**src/design/assert_macros.svh**
```systemverilog
// Assertion macros shared by the chunked body decoder modules.
`ifndef ASSERT_MACROS_SVH
`define ASSERT_MACROS_SVH

// Checked on rising clk_i, suspended while rst_ni is low.
`define HCD_ASSERT(label, prop) \
  label: assert property (@(posedge clk_i) disable iff (!rst_ni) prop) \
    else $error("assertion failed");

// Checked on every rising clk_i, reset included.
`define HCD_ASSERT_ALWAYS(label, prop) \
  label: assert property (@(posedge clk_i) prop) else $error("assertion failed");

`endif

```
**src/design/hcd_pkg.sv**
```systemverilog
// Types and constants for the chunked body decoder.
package hcd_pkg;

  localparam int unsigned LineLimitDef = 32;
  localparam int unsigned FifoDepthDef = 2;

  localparam int unsigned LenW = 25;
  localparam logic [LenW-1:0] LenCap = 25'h100_0000;

  localparam logic [7:0] ChCr = 8'h0D;
  localparam logic [7:0] ChLf = 8'h0A;
  localparam logic [3:0] HexAlphaBase = 4'd10;

  typedef enum logic [1:0] {
    KindByte  = 2'd0,
    KindChunk = 2'd1,
    KindMsg   = 2'd2,
    KindErr   = 2'd3
  } kind_e;

  typedef enum logic [2:0] {
    ErrNone = 3'd0,
    ErrLong = 3'd1,
    ErrHex  = 3'd2,
    ErrBig  = 3'd3,
    ErrTerm = 3'd4
  } err_e;

  // Classified input byte, front to back.
  typedef struct packed {
    logic       restart;
    logic [7:0] data;
    logic       is_hex;
    logic [3:0] hex_val;
    logic       is_cr;
    logic       is_lf;
  } item_t;

  typedef struct packed {
    kind_e            kind;
    logic [7:0]       payload;
    logic [LenW-1:0]  length;
    err_e             code;
  } result_t;

endpackage

```
**src/design/hcd_front.sv**
```systemverilog
// Input side: takes bytes and classifies them for the parser.
module hcd_front (
  input  logic              s_axis_tvalid,
  output logic              s_axis_tready,
  input  logic [7:0]        s_axis_tdata,   // data_byte
  input  logic              s_axis_tuser,   // restart
  output logic              push_valid_o,
  output hcd_pkg::item_t    push_item_o,
  input  logic              push_ready_i
);

  hcd_pkg::item_t item;

  always_comb begin
    item         = '0;
    item.restart = s_axis_tuser;
    item.data    = s_axis_tdata;
    item.is_cr   = (s_axis_tdata == hcd_pkg::ChCr);
    item.is_lf   = (s_axis_tdata == hcd_pkg::ChLf);
    if (s_axis_tdata >= 8'h30 && s_axis_tdata <= 8'h39) begin
      item.is_hex  = 1'b1;
      item.hex_val = s_axis_tdata[3:0];
    end else if ((s_axis_tdata >= 8'h61 && s_axis_tdata <= 8'h66) ||
                 (s_axis_tdata >= 8'h41 && s_axis_tdata <= 8'h46)) begin
      item.is_hex  = 1'b1;
      item.hex_val = (s_axis_tdata[3:0] - 4'd1) + hcd_pkg::HexAlphaBase;
    end
  end

  assign push_valid_o  = s_axis_tvalid;
  assign push_item_o   = item;
  assign s_axis_tready = push_ready_i;

endmodule

```
**src/design/hcd_fifo.sv**
```systemverilog
// Short queue of classified bytes between front and parser.
`include "assert_macros.svh"

module hcd_fifo #(
  parameter int unsigned DEPTH = hcd_pkg::FifoDepthDef
) (
  input  logic           clk_i,
  input  logic           rst_ni,
  input  logic           push_valid_i,
  input  hcd_pkg::item_t push_item_i,
  output logic           push_ready_o,
  output logic           pop_valid_o,
  output hcd_pkg::item_t pop_item_o,
  input  logic           pop_ready_i
);

  localparam int unsigned PtrW = (DEPTH > 1) ? $clog2(DEPTH) : 1;
  localparam int unsigned CntW = $clog2(DEPTH + 1);

  hcd_pkg::item_t  mem_q [DEPTH];
  logic [PtrW-1:0] wr_ptr_q, wr_ptr_d, rd_ptr_q, rd_ptr_d;
  logic [CntW-1:0] count_q, count_d;
  logic            push, pop;

  assign push_ready_o = (count_q != CntW'(DEPTH));
  assign pop_valid_o  = (count_q != '0);
  assign pop_item_o   = mem_q[rd_ptr_q];
  assign push         = push_valid_i && push_ready_o;
  assign pop          = pop_valid_o && pop_ready_i;

  always_comb begin
    wr_ptr_d = wr_ptr_q;
    rd_ptr_d = rd_ptr_q;
    count_d  = count_q;
    if (push) begin
      wr_ptr_d = (wr_ptr_q == PtrW'(DEPTH - 1)) ? '0 : wr_ptr_q + PtrW'(1);
    end
    if (pop) begin
      rd_ptr_d = (rd_ptr_q == PtrW'(DEPTH - 1)) ? '0 : rd_ptr_q + PtrW'(1);
    end
    if (push && !pop) begin
      count_d = count_q + CntW'(1);
    end else if (pop && !push) begin
      count_d = count_q - CntW'(1);
    end
  end

  always_ff @(posedge clk_i or negedge rst_ni) begin
    if (!rst_ni) begin
      wr_ptr_q <= '0;
      rd_ptr_q <= '0;
      count_q  <= '0;
    end else begin
      wr_ptr_q <= wr_ptr_d;
      rd_ptr_q <= rd_ptr_d;
      count_q  <= count_d;
    end
  end

  always_ff @(posedge clk_i) begin
    if (push) begin
      mem_q[wr_ptr_q] <= push_item_i;
    end
  end

  `HCD_ASSERT_ALWAYS(a_count_bound, !rst_ni || (count_q <= CntW'(DEPTH)))
  `HCD_ASSERT(a_count_grow, (push && !pop) |=> (count_q == $past(count_q) + CntW'(1)))

endmodule

```
**src/design/hcd_back.sv**
```systemverilog
// Parser: length lines, payload, terminators and trailer, with result register.
`include "assert_macros.svh"

module hcd_back #(
  parameter int unsigned LINE_LIMIT = hcd_pkg::LineLimitDef
) (
  input  logic                       clk_i,
  input  logic                       rst_ni,
  input  logic                       cfg_we_i,
  input  logic [hcd_pkg::LenW-1:0]   cfg_wdata_i,
  input  logic                       item_valid_i,
  input  hcd_pkg::item_t             item_i,
  output logic                       item_ready_o,
  output logic                       res_valid_o,
  output hcd_pkg::result_t           res_o,
  input  logic                       res_ready_i
);

  localparam int unsigned LenW = hcd_pkg::LenW;
  localparam int unsigned LbW  = $clog2(LINE_LIMIT + 1);
  localparam int unsigned LbNW = LbW + 1;

  localparam logic [1:0] PhLine  = 2'd0;
  localparam logic [1:0] PhData  = 2'd1;
  localparam logic [1:0] PhTrail = 2'd2;
  localparam logic [1:0] PhHalt  = 2'd3;

  localparam logic [1:0] FaultNone = 2'd0;
  localparam logic [1:0] FaultHex  = 2'd1;
  localparam logic [1:0] FaultBig  = 2'd2;

  logic [1:0]      phase_q, phase_d;
  logic [LbW-1:0]  line_bytes_q, line_bytes_d;
  logic [LenW-1:0] hex_value_q, hex_value_d;
  logic [1:0]      fault_q, fault_d;
  logic            cr_q, cr_d;
  logic [LenW-1:0] bytes_left_q, bytes_left_d;
  logic [LenW-1:0] saved_len_q, saved_len_d;
  logic            held_cr_q, held_cr_d;
  logic [1:0]      tlb_q, tlb_d;
  logic [LenW-1:0] max_len_q;

  logic             res_valid_q, res_valid_d;
  hcd_pkg::result_t res_q, res_d;

  logic             fire, emit;
  hcd_pkg::result_t res_new;
  logic [LbNW-1:0]  line_n;
  logic [LenW+3:0]  hv_shift;
  logic             hv_big;
  logic [1:0]       tlb_n;

  assign item_ready_o = !res_valid_q || res_ready_i;
  assign fire         = item_valid_i && item_ready_o;
  assign line_n       = {1'b0, line_bytes_q} + LbNW'(1);
  assign hv_shift     = {hex_value_q, item_i.hex_val};
  assign hv_big       = hv_shift > {4'b0000, max_len_q};
  assign tlb_n        = (tlb_q == 2'd3) ? 2'd3 : tlb_q + 2'd1;

  always_comb begin
    phase_d      = phase_q;
    line_bytes_d = line_bytes_q;
    hex_value_d  = hex_value_q;
    fault_d      = fault_q;
    cr_d         = cr_q;
    bytes_left_d = bytes_left_q;
    saved_len_d  = saved_len_q;
    held_cr_d    = held_cr_q;
    tlb_d        = tlb_q;
    emit         = 1'b0;
    res_new      = '0;

    if (fire) begin
      if (item_i.restart) begin
        phase_d      = PhLine;
        line_bytes_d = '0;
        hex_value_d  = '0;
        fault_d      = FaultNone;
        cr_d         = 1'b0;
        bytes_left_d = '0;
        saved_len_d  = '0;
        held_cr_d    = 1'b0;
        tlb_d        = '0;
      end else begin
        unique case (phase_q)
          PhLine: begin
            if (line_n > LbNW'(LINE_LIMIT)) begin
              phase_d      = PhHalt;
              emit         = 1'b1;
              res_new.kind = hcd_pkg::KindErr;
              res_new.code = hcd_pkg::ErrLong;
            end else begin
              line_bytes_d = line_n[LbW-1:0];
              if (item_i.is_lf && cr_q && line_n > LbNW'(2)) begin
                cr_d = 1'b0;
                priority if (fault_q == FaultHex) begin
                  phase_d      = PhHalt;
                  emit         = 1'b1;
                  res_new.kind = hcd_pkg::KindErr;
                  res_new.code = hcd_pkg::ErrHex;
                end else if (fault_q == FaultBig) begin
                  phase_d      = PhHalt;
                  emit         = 1'b1;
                  res_new.kind = hcd_pkg::KindErr;
                  res_new.code = hcd_pkg::ErrBig;
                end else if (hex_value_q == '0) begin
                  phase_d = PhTrail;
                  tlb_d   = '0;
                end else begin
                  bytes_left_d = hex_value_q;
                  saved_len_d  = hex_value_q;
                  phase_d      = PhData;
                end
              end else begin
                cr_d = item_i.is_cr;
                // a pending CR that is not part of CR LF is a non-hex byte
                if (fault_q == FaultNone) begin
                  if (cr_q) begin
                    fault_d = FaultHex;
                  end else if (!item_i.is_cr) begin
                    if (item_i.is_hex) begin
                      hex_value_d = hv_shift[LenW-1:0];
                      if (hv_big) begin
                        fault_d = FaultBig;
                      end
                    end else begin
                      fault_d = FaultHex;
                    end
                  end
                end
              end
            end
          end
          PhData: begin
            if (bytes_left_q != '0) begin
              bytes_left_d    = bytes_left_q - LenW'(1);
              emit            = 1'b1;
              res_new.kind    = hcd_pkg::KindByte;
              res_new.payload = item_i.data;
            end else if (!cr_q) begin
              held_cr_d = item_i.is_cr;
              cr_d      = 1'b1;
            end else if (!held_cr_q || !item_i.is_lf) begin
              phase_d      = PhHalt;
              emit         = 1'b1;
              res_new.kind = hcd_pkg::KindErr;
              res_new.code = hcd_pkg::ErrTerm;
            end else begin
              phase_d        = PhLine;
              line_bytes_d   = '0;
              hex_value_d    = '0;
              fault_d        = FaultNone;
              cr_d           = 1'b0;
              emit           = 1'b1;
              res_new.kind   = hcd_pkg::KindChunk;
              res_new.length = saved_len_q;
            end
          end
          PhTrail: begin
            if (item_i.is_lf && cr_q) begin
              cr_d  = 1'b0;
              tlb_d = '0;
              if (tlb_n == 2'd2) begin
                phase_d      = PhLine;
                line_bytes_d = '0;
                hex_value_d  = '0;
                fault_d      = FaultNone;
                emit         = 1'b1;
                res_new.kind = hcd_pkg::KindMsg;
              end
            end else begin
              tlb_d = tlb_n;
              cr_d  = item_i.is_cr;
            end
          end
          PhHalt: begin
          end
          default: begin
          end
        endcase
      end
    end

    res_valid_d = res_valid_q && !res_ready_i;
    res_d       = res_q;
    if (emit) begin
      res_valid_d = 1'b1;
      res_d       = res_new;
    end
  end

  always_ff @(posedge clk_i or negedge rst_ni) begin
    if (!rst_ni) begin
      phase_q      <= PhLine;
      line_bytes_q <= '0;
      hex_value_q  <= '0;
      fault_q      <= FaultNone;
      cr_q         <= 1'b0;
      bytes_left_q <= '0;
      saved_len_q  <= '0;
      held_cr_q    <= 1'b0;
      tlb_q        <= '0;
      max_len_q    <= hcd_pkg::LenCap;
      res_valid_q  <= 1'b0;
    end else begin
      phase_q      <= phase_d;
      line_bytes_q <= line_bytes_d;
      hex_value_q  <= hex_value_d;
      fault_q      <= fault_d;
      cr_q         <= cr_d;
      bytes_left_q <= bytes_left_d;
      saved_len_q  <= saved_len_d;
      held_cr_q    <= held_cr_d;
      tlb_q        <= tlb_d;
      res_valid_q  <= res_valid_d;
      if (cfg_we_i) begin
        max_len_q <= cfg_wdata_i[LenW-1] ? hcd_pkg::LenCap : cfg_wdata_i;
      end
    end
  end

  always_ff @(posedge clk_i) begin
    res_q <= res_d;
  end

  assign res_valid_o = res_valid_q;
  assign res_o       = res_q;

  `HCD_ASSERT(a_left_in_data, (bytes_left_q != '0) |-> (phase_q == PhData))
  `HCD_ASSERT(a_err_has_code,
              (res_valid_q && res_q.kind == hcd_pkg::KindErr) |-> (res_q.code != hcd_pkg::ErrNone))
  `HCD_ASSERT(a_halt_silent,
              (fire && phase_q == PhHalt && !item_i.restart) |=> (phase_q == PhHalt))

endmodule

```
**src/design/http_chunked_body_decoder.sv**
```systemverilog
// Top level of the HTTP chunked body decoder.
//
//  channel  | direction | handshake                    | content
//  s_axis   | in        | s_axis_tvalid/s_axis_tready  | tdata data_byte, tuser restart
//  m_axis   | out       | m_axis_tvalid/m_axis_tready  | tdata payload/length/code, tuser kind
//  cfg      | in        | cfg_we_i                     | cfg_wdata_i max_chunk_len
//
// One byte per cycle sustained while m_axis_tready is high; the parser then handles one
// queued byte per cycle. Bytes are registered in the queue, results in the parser.
// Reset is asynchronous; max_chunk_len comes up as 16777216, no clearing pass.
// An output stall fills the queue, after which s_axis_tready drops.
module http_chunked_body_decoder #(
  parameter int unsigned LINE_LIMIT = hcd_pkg::LineLimitDef,
  parameter int unsigned FIFO_DEPTH = hcd_pkg::FifoDepthDef
) (
  input  logic                     clk_i,
  input  logic                     rst_ni,
  input  logic                     cfg_we_i,
  input  logic [hcd_pkg::LenW-1:0] cfg_wdata_i,
  input  logic                     s_axis_tvalid,
  output logic                     s_axis_tready,
  input  logic [7:0]               s_axis_tdata,   // [7:0] data_byte
  input  logic                     s_axis_tuser,   // [0] restart
  output logic                     m_axis_tvalid,
  input  logic                     m_axis_tready,
  output logic [39:0]              m_axis_tdata,   // [7:0] payload_byte, [32:8] chunk_length,
                                                   // [35:33] error_code, [39:36] zero
  output logic [1:0]               m_axis_tuser    // [1:0] kind
);

  logic             push_valid, push_ready;
  hcd_pkg::item_t   push_item;
  logic             pop_valid, pop_ready;
  hcd_pkg::item_t   pop_item;
  hcd_pkg::result_t res;

  hcd_front u_front (
    .s_axis_tvalid (s_axis_tvalid),
    .s_axis_tready (s_axis_tready),
    .s_axis_tdata  (s_axis_tdata),
    .s_axis_tuser  (s_axis_tuser),
    .push_valid_o  (push_valid),
    .push_item_o   (push_item),
    .push_ready_i  (push_ready)
  );

  hcd_fifo #(
    .DEPTH (FIFO_DEPTH)
  ) u_fifo (
    .clk_i        (clk_i),
    .rst_ni       (rst_ni),
    .push_valid_i (push_valid),
    .push_item_i  (push_item),
    .push_ready_o (push_ready),
    .pop_valid_o  (pop_valid),
    .pop_item_o   (pop_item),
    .pop_ready_i  (pop_ready)
  );

  hcd_back #(
    .LINE_LIMIT (LINE_LIMIT)
  ) u_back (
    .clk_i        (clk_i),
    .rst_ni       (rst_ni),
    .cfg_we_i     (cfg_we_i),
    .cfg_wdata_i  (cfg_wdata_i),
    .item_valid_i (pop_valid),
    .item_i       (pop_item),
    .item_ready_o (pop_ready),
    .res_valid_o  (m_axis_tvalid),
    .res_o        (res),
    .res_ready_i  (m_axis_tready)
  );

  assign m_axis_tdata = {4'b0000, res.code, res.length, res.payload};
  assign m_axis_tuser = res.kind;

endmodule

```
**config.mk**
```make
export PLATFORM = sky130hd
export DESIGN_NAME = http_chunked_body_decoder
export DESIGN_NICKNAME = d
export VERILOG_FILES = /design/src/design/hcd_pkg.sv /design/src/design/hcd_front.sv /design/src/design/hcd_fifo.sv /design/src/design/hcd_back.sv /design/src/design/http_chunked_body_decoder.sv
export VERILOG_INCLUDE_DIRS = /design/src /design/src/design
export SDC_FILE = /design/constraint.sdc
export NUM_CORES = 1
export LEC_CHECK = 0
export BUFFER_PORTS_ARGS = -buffer_cell sky130_fd_sc_hd__buf_4
export CELL_PAD_IN_SITES_DETAIL_PLACEMENT = 0
export CELL_PAD_IN_SITES_GLOBAL_PLACEMENT = 2
export CORE_MARGIN = 2
export CORE_UTILIZATION = 42
export DETAILED_ROUTE_END_ITERATION = 6
export PLACE_DENSITY = 0.89
export RECOVER_POWER = 25
export SLEW_MARGIN = 5
export SYNTH_ARGS = -nofsm -noshare
export SYNTH_HDL_FRONTEND = slang
export SYNTH_SLANG_ARGS = --single-unit
```
**constraint.sdc**
```tcl
create_clock -name clk_i -period 8.85 [get_ports clk_i]
set_clock_uncertainty 0.1 [all_clocks]
set_input_delay 0 -clock clk_i [delete_from_list [all_inputs] [get_ports clk_i]]
set_output_delay 0 -clock clk_i [all_outputs]
set_load 0.02 [all_outputs]
```
==> results.tsv <==
metric	value	unit
p_clk_share	22.8	%
ys_seq_area_share	53.9	%
internal_power	0.00207	W
place_congestion	0.822	
crit_path_end_kind	flip-flop	
synth_cell_types	76	
vias_per_cell	5.42	
dieHeight	154	um
worst_pin_slew	2.42	ns
max-slew-margin-rel	-61.4	%
syn_to_final_growth	22.6	%
power.density	311	mW/mm^2
max_cap_viol_count	1	
dp_hpwl	14900	um
switching_power	0.00151	W
pre_cts_slack	4.56	ns
period_needed	4.31	ns
total_power	0.00359	W
chipWidth	154	um
antenna_left	0	
cellLeakagePower	4.83	nW
seq_area	0.00508	sq mm
fin_area	0.0115	sq mm
clock_sinks	189	
async_flop_share	63.0	%
wl_per_cell	17.1	um
num_vias	7193	
switching_share	42.2	%
dr.pass1.iters	5	
drive_gt1_share	9.56	%
grt_first_pass_wirelength	36300	um
start_kind	flip-flop	
multiInputGateArea	0.00389	sq mm
drc	0	
pwr-share-comb	42.2	%
core-area	0.0219	sq mm
grt_max_degree	75	
routed_wl	22600	um
root_buffer	clkbuf_16	
grt-ovfl-total	0	
finalSetupViolCount	0	
required	9.07	ns
fin_setup_tns	0	ns
nFillCells	1964	
synthCells	887	
path_class	flip-flop to flip-flop	
numCtsBuffers	17	
track_usage	19.3	%
grt_pass1_vias	6894	
max_freq	0.232	GHz
dominantRegCellSynth	dfrtp_1	
rows	54	
cts_max_level	4	
numPortBuffers	78	
placed_cell_area	0.0102	sq mm
fin_ws	4.54	ns
post-place-cells	1207	
period_share	48.7	%
clk_path_buf_depth	2	
critical_path_arrival	4.53	ns
violations	max-capacitance violations, max-slew violations	
synth_edf_count	70	
vdd_drop_max	160	uV
initial_core_util	43.0	%
die_area	0.0236	sq mm
drt_iter0_drc	556	
rsz0062_at_grt	no	
insertion_delay	0.44	ns
p_seq_share	35.0	%
path_clk_slew	0.07	ns
hold_viol_final	0	
ys_ff_latch	189	
hp-class	primary input to flip-flop	
antenna_found_initial	0	
nets	1113	
yosysWarnings	0	
syn_area	0.00942	sq mm
ios	83	
post_synth.cell_area_avg	10.6	sq um
final_cells	1326	
cts_tree	built	
diodes	0	
final_max_slew_viol_count	47	
crit_fanout	44	
status	finished with violations	
Yosys cell counts (4+ instances only):
cell	n	area, sq um
xnor2_1	5	43.8
a22oi_1	6	45.0
o21ai_0	88	440
dfrtp_1	118	2950
and3_1	4	25.0
nand3b_1	24	180
a22o_1	28	245
nor4_1	7	43.8
nor3_1	17	85.1
a32oi_1	5	43.8
clkbuf_1	31	116
nand2b_1	6	37.5
nand3_1	38	190
ha_1	41	513
or4_1	7	52.6
and2_1	28	175
edfxtp_1	70	2100
nor2_1	66	248
nand2_1	37	139
a21oi_1	29	145
or3_1	6	37.5
inv_1	67	251
nand4_1	9	56.3
a31oi_1	7	43.8
mux2i_1	21	210
buf_2	9	45.0
buf_4	7	52.6
o21ai_1	16	80.1
a21o_1	14	105
mux2_2	7	78.8
metrics by stage:
| stage | util (%) | hold WS (ns) |
|---|---|---|
| floorplan | - | -0.396 |
| global placement | 46.7 | -0.0635 |
| detailed placement | 46.7 | -0.0667 |
| CTS | 53.6 | 0.0429 |
| global route | 52.7 | 0.227 |
| finish | 52.7 | 0.225 |
power groups by stage:
stage	Clock, W	Sequential (W)	Combinational, W
after floorplan	0	0.00126	0.00109
after global placement	0	0.00127	0.00150
after detailed placement	0	0.00127	0.00151
after CTS	0.000830	0.00126	0.00154
after global routing	0.000862	0.00128	0.00167
final	0.000816	0.00126	0.00152
repair_timing:
action                                 4_1_cts  5_1_grt
buffers inserted                             0        0
endpoints found under the hold margin      103        0
hold buffers                                87        0
gates resized for setup                      0        0
routing by layer:
metal  share of wire (%)  GRT usage, %  wire [um]  up-vias
li1                    -             -          -     3503
met1                  48          27.2      10800     3499
met2                  47          31.1      10600      169
met3                 4.1          3.07        918       22
met4                 1.2          5.33        279        0
met5                   0             0          0        -
worst paths after layout:
check	start	end	slack (ns)	depth (start not counted)
max	u_back.phase_q[1]	u_back.bytes_left_q[11]	4.54	9
min	s_axis_tuser	u_fifo.mem_q[0][15]	0.22	2
max reg2reg	u_back.phase_q[1]	u_back.bytes_left_q[11]	4.54	9
min reg2reg	u_fifo.wr_ptr_q	u_fifo.wr_ptr_q	0.39	1
max in group asynchronous	rst_ni	u_fifo.wr_ptr_q	5.82	3
min in group asynchronous	rst_ni	u_back.max_len_q[1]	0.79	2
sequential cells by signal, summed over array words and instances (netlist names), 6 cells and up:
name	count
u_back.saved_len_q	25
u_back.bytes_left_q	25
u_fifo.mem_q	32
u_back.res_o	38
u_back.line_bytes_q	6
u_back.max_len_q	25
u_back.hex_value_q	25
worst max-delay path, stage by stage, from the launching register on:
cell and delay, ns:
dfrtp_1 0.41, inv_1 0.10, ha_1 0.82, or4b_2 0.63, or4_1 0.44, nor2_1 0.26
o21ai_1 0.16, o21ai_4 0.80, or2_2 0.34, o21ai_0 0.11
logic make-up after synthesis:
kind of cell               after synthesis  share of synthesized area [%]
muxes                                   29                           3.23
other                                    1                         0.0398
buffers and inverters                  118                           5.18
DFF                                    189                           53.9
xor gates and xnor gates                 7                          0.651
and+or+nand+nor                        273                           16.0
adders and majority gates               41                           5.45
AOI/OAI and AO/OA                      229                           15.5
cell type report:
type | instances | share of cell area, %
Clock buffer | 17 | 3.68
Clock inverter | 15 | 1.72
Inverter | 68 | 2.21
Multi-Input combinational cell | 583 | 33.7
Sequential cell | 189 | 44.0
Tap cell | 280 | 3.03
Timing Repair Buffer | 174 | 11.7
cells in the final DEF (no fill, tap or decap), types with 14 or more instances in the layout:
cell type,netlist,final
dfrtp_1,118,118
o21ai_0,88,88
dlygate4sd3_1,0,87
edfxtp_1,70,70
inv_1,67,67
nor2_1,66,66
clkbuf_1,31,47
ha_1,41,41
buf_4,7,39
nand3_1,38,38
nand2_1,37,37
a21oi_1,29,28
a22o_1,28,28
and2_1,28,28
nand3b_1,24,24
mux2i_1,21,21
nor3_1,17,17
clkbuf_16,0,17
o21ai_1,16,16
a21o_1,14,14
Power figures use the tool's default switching activity.
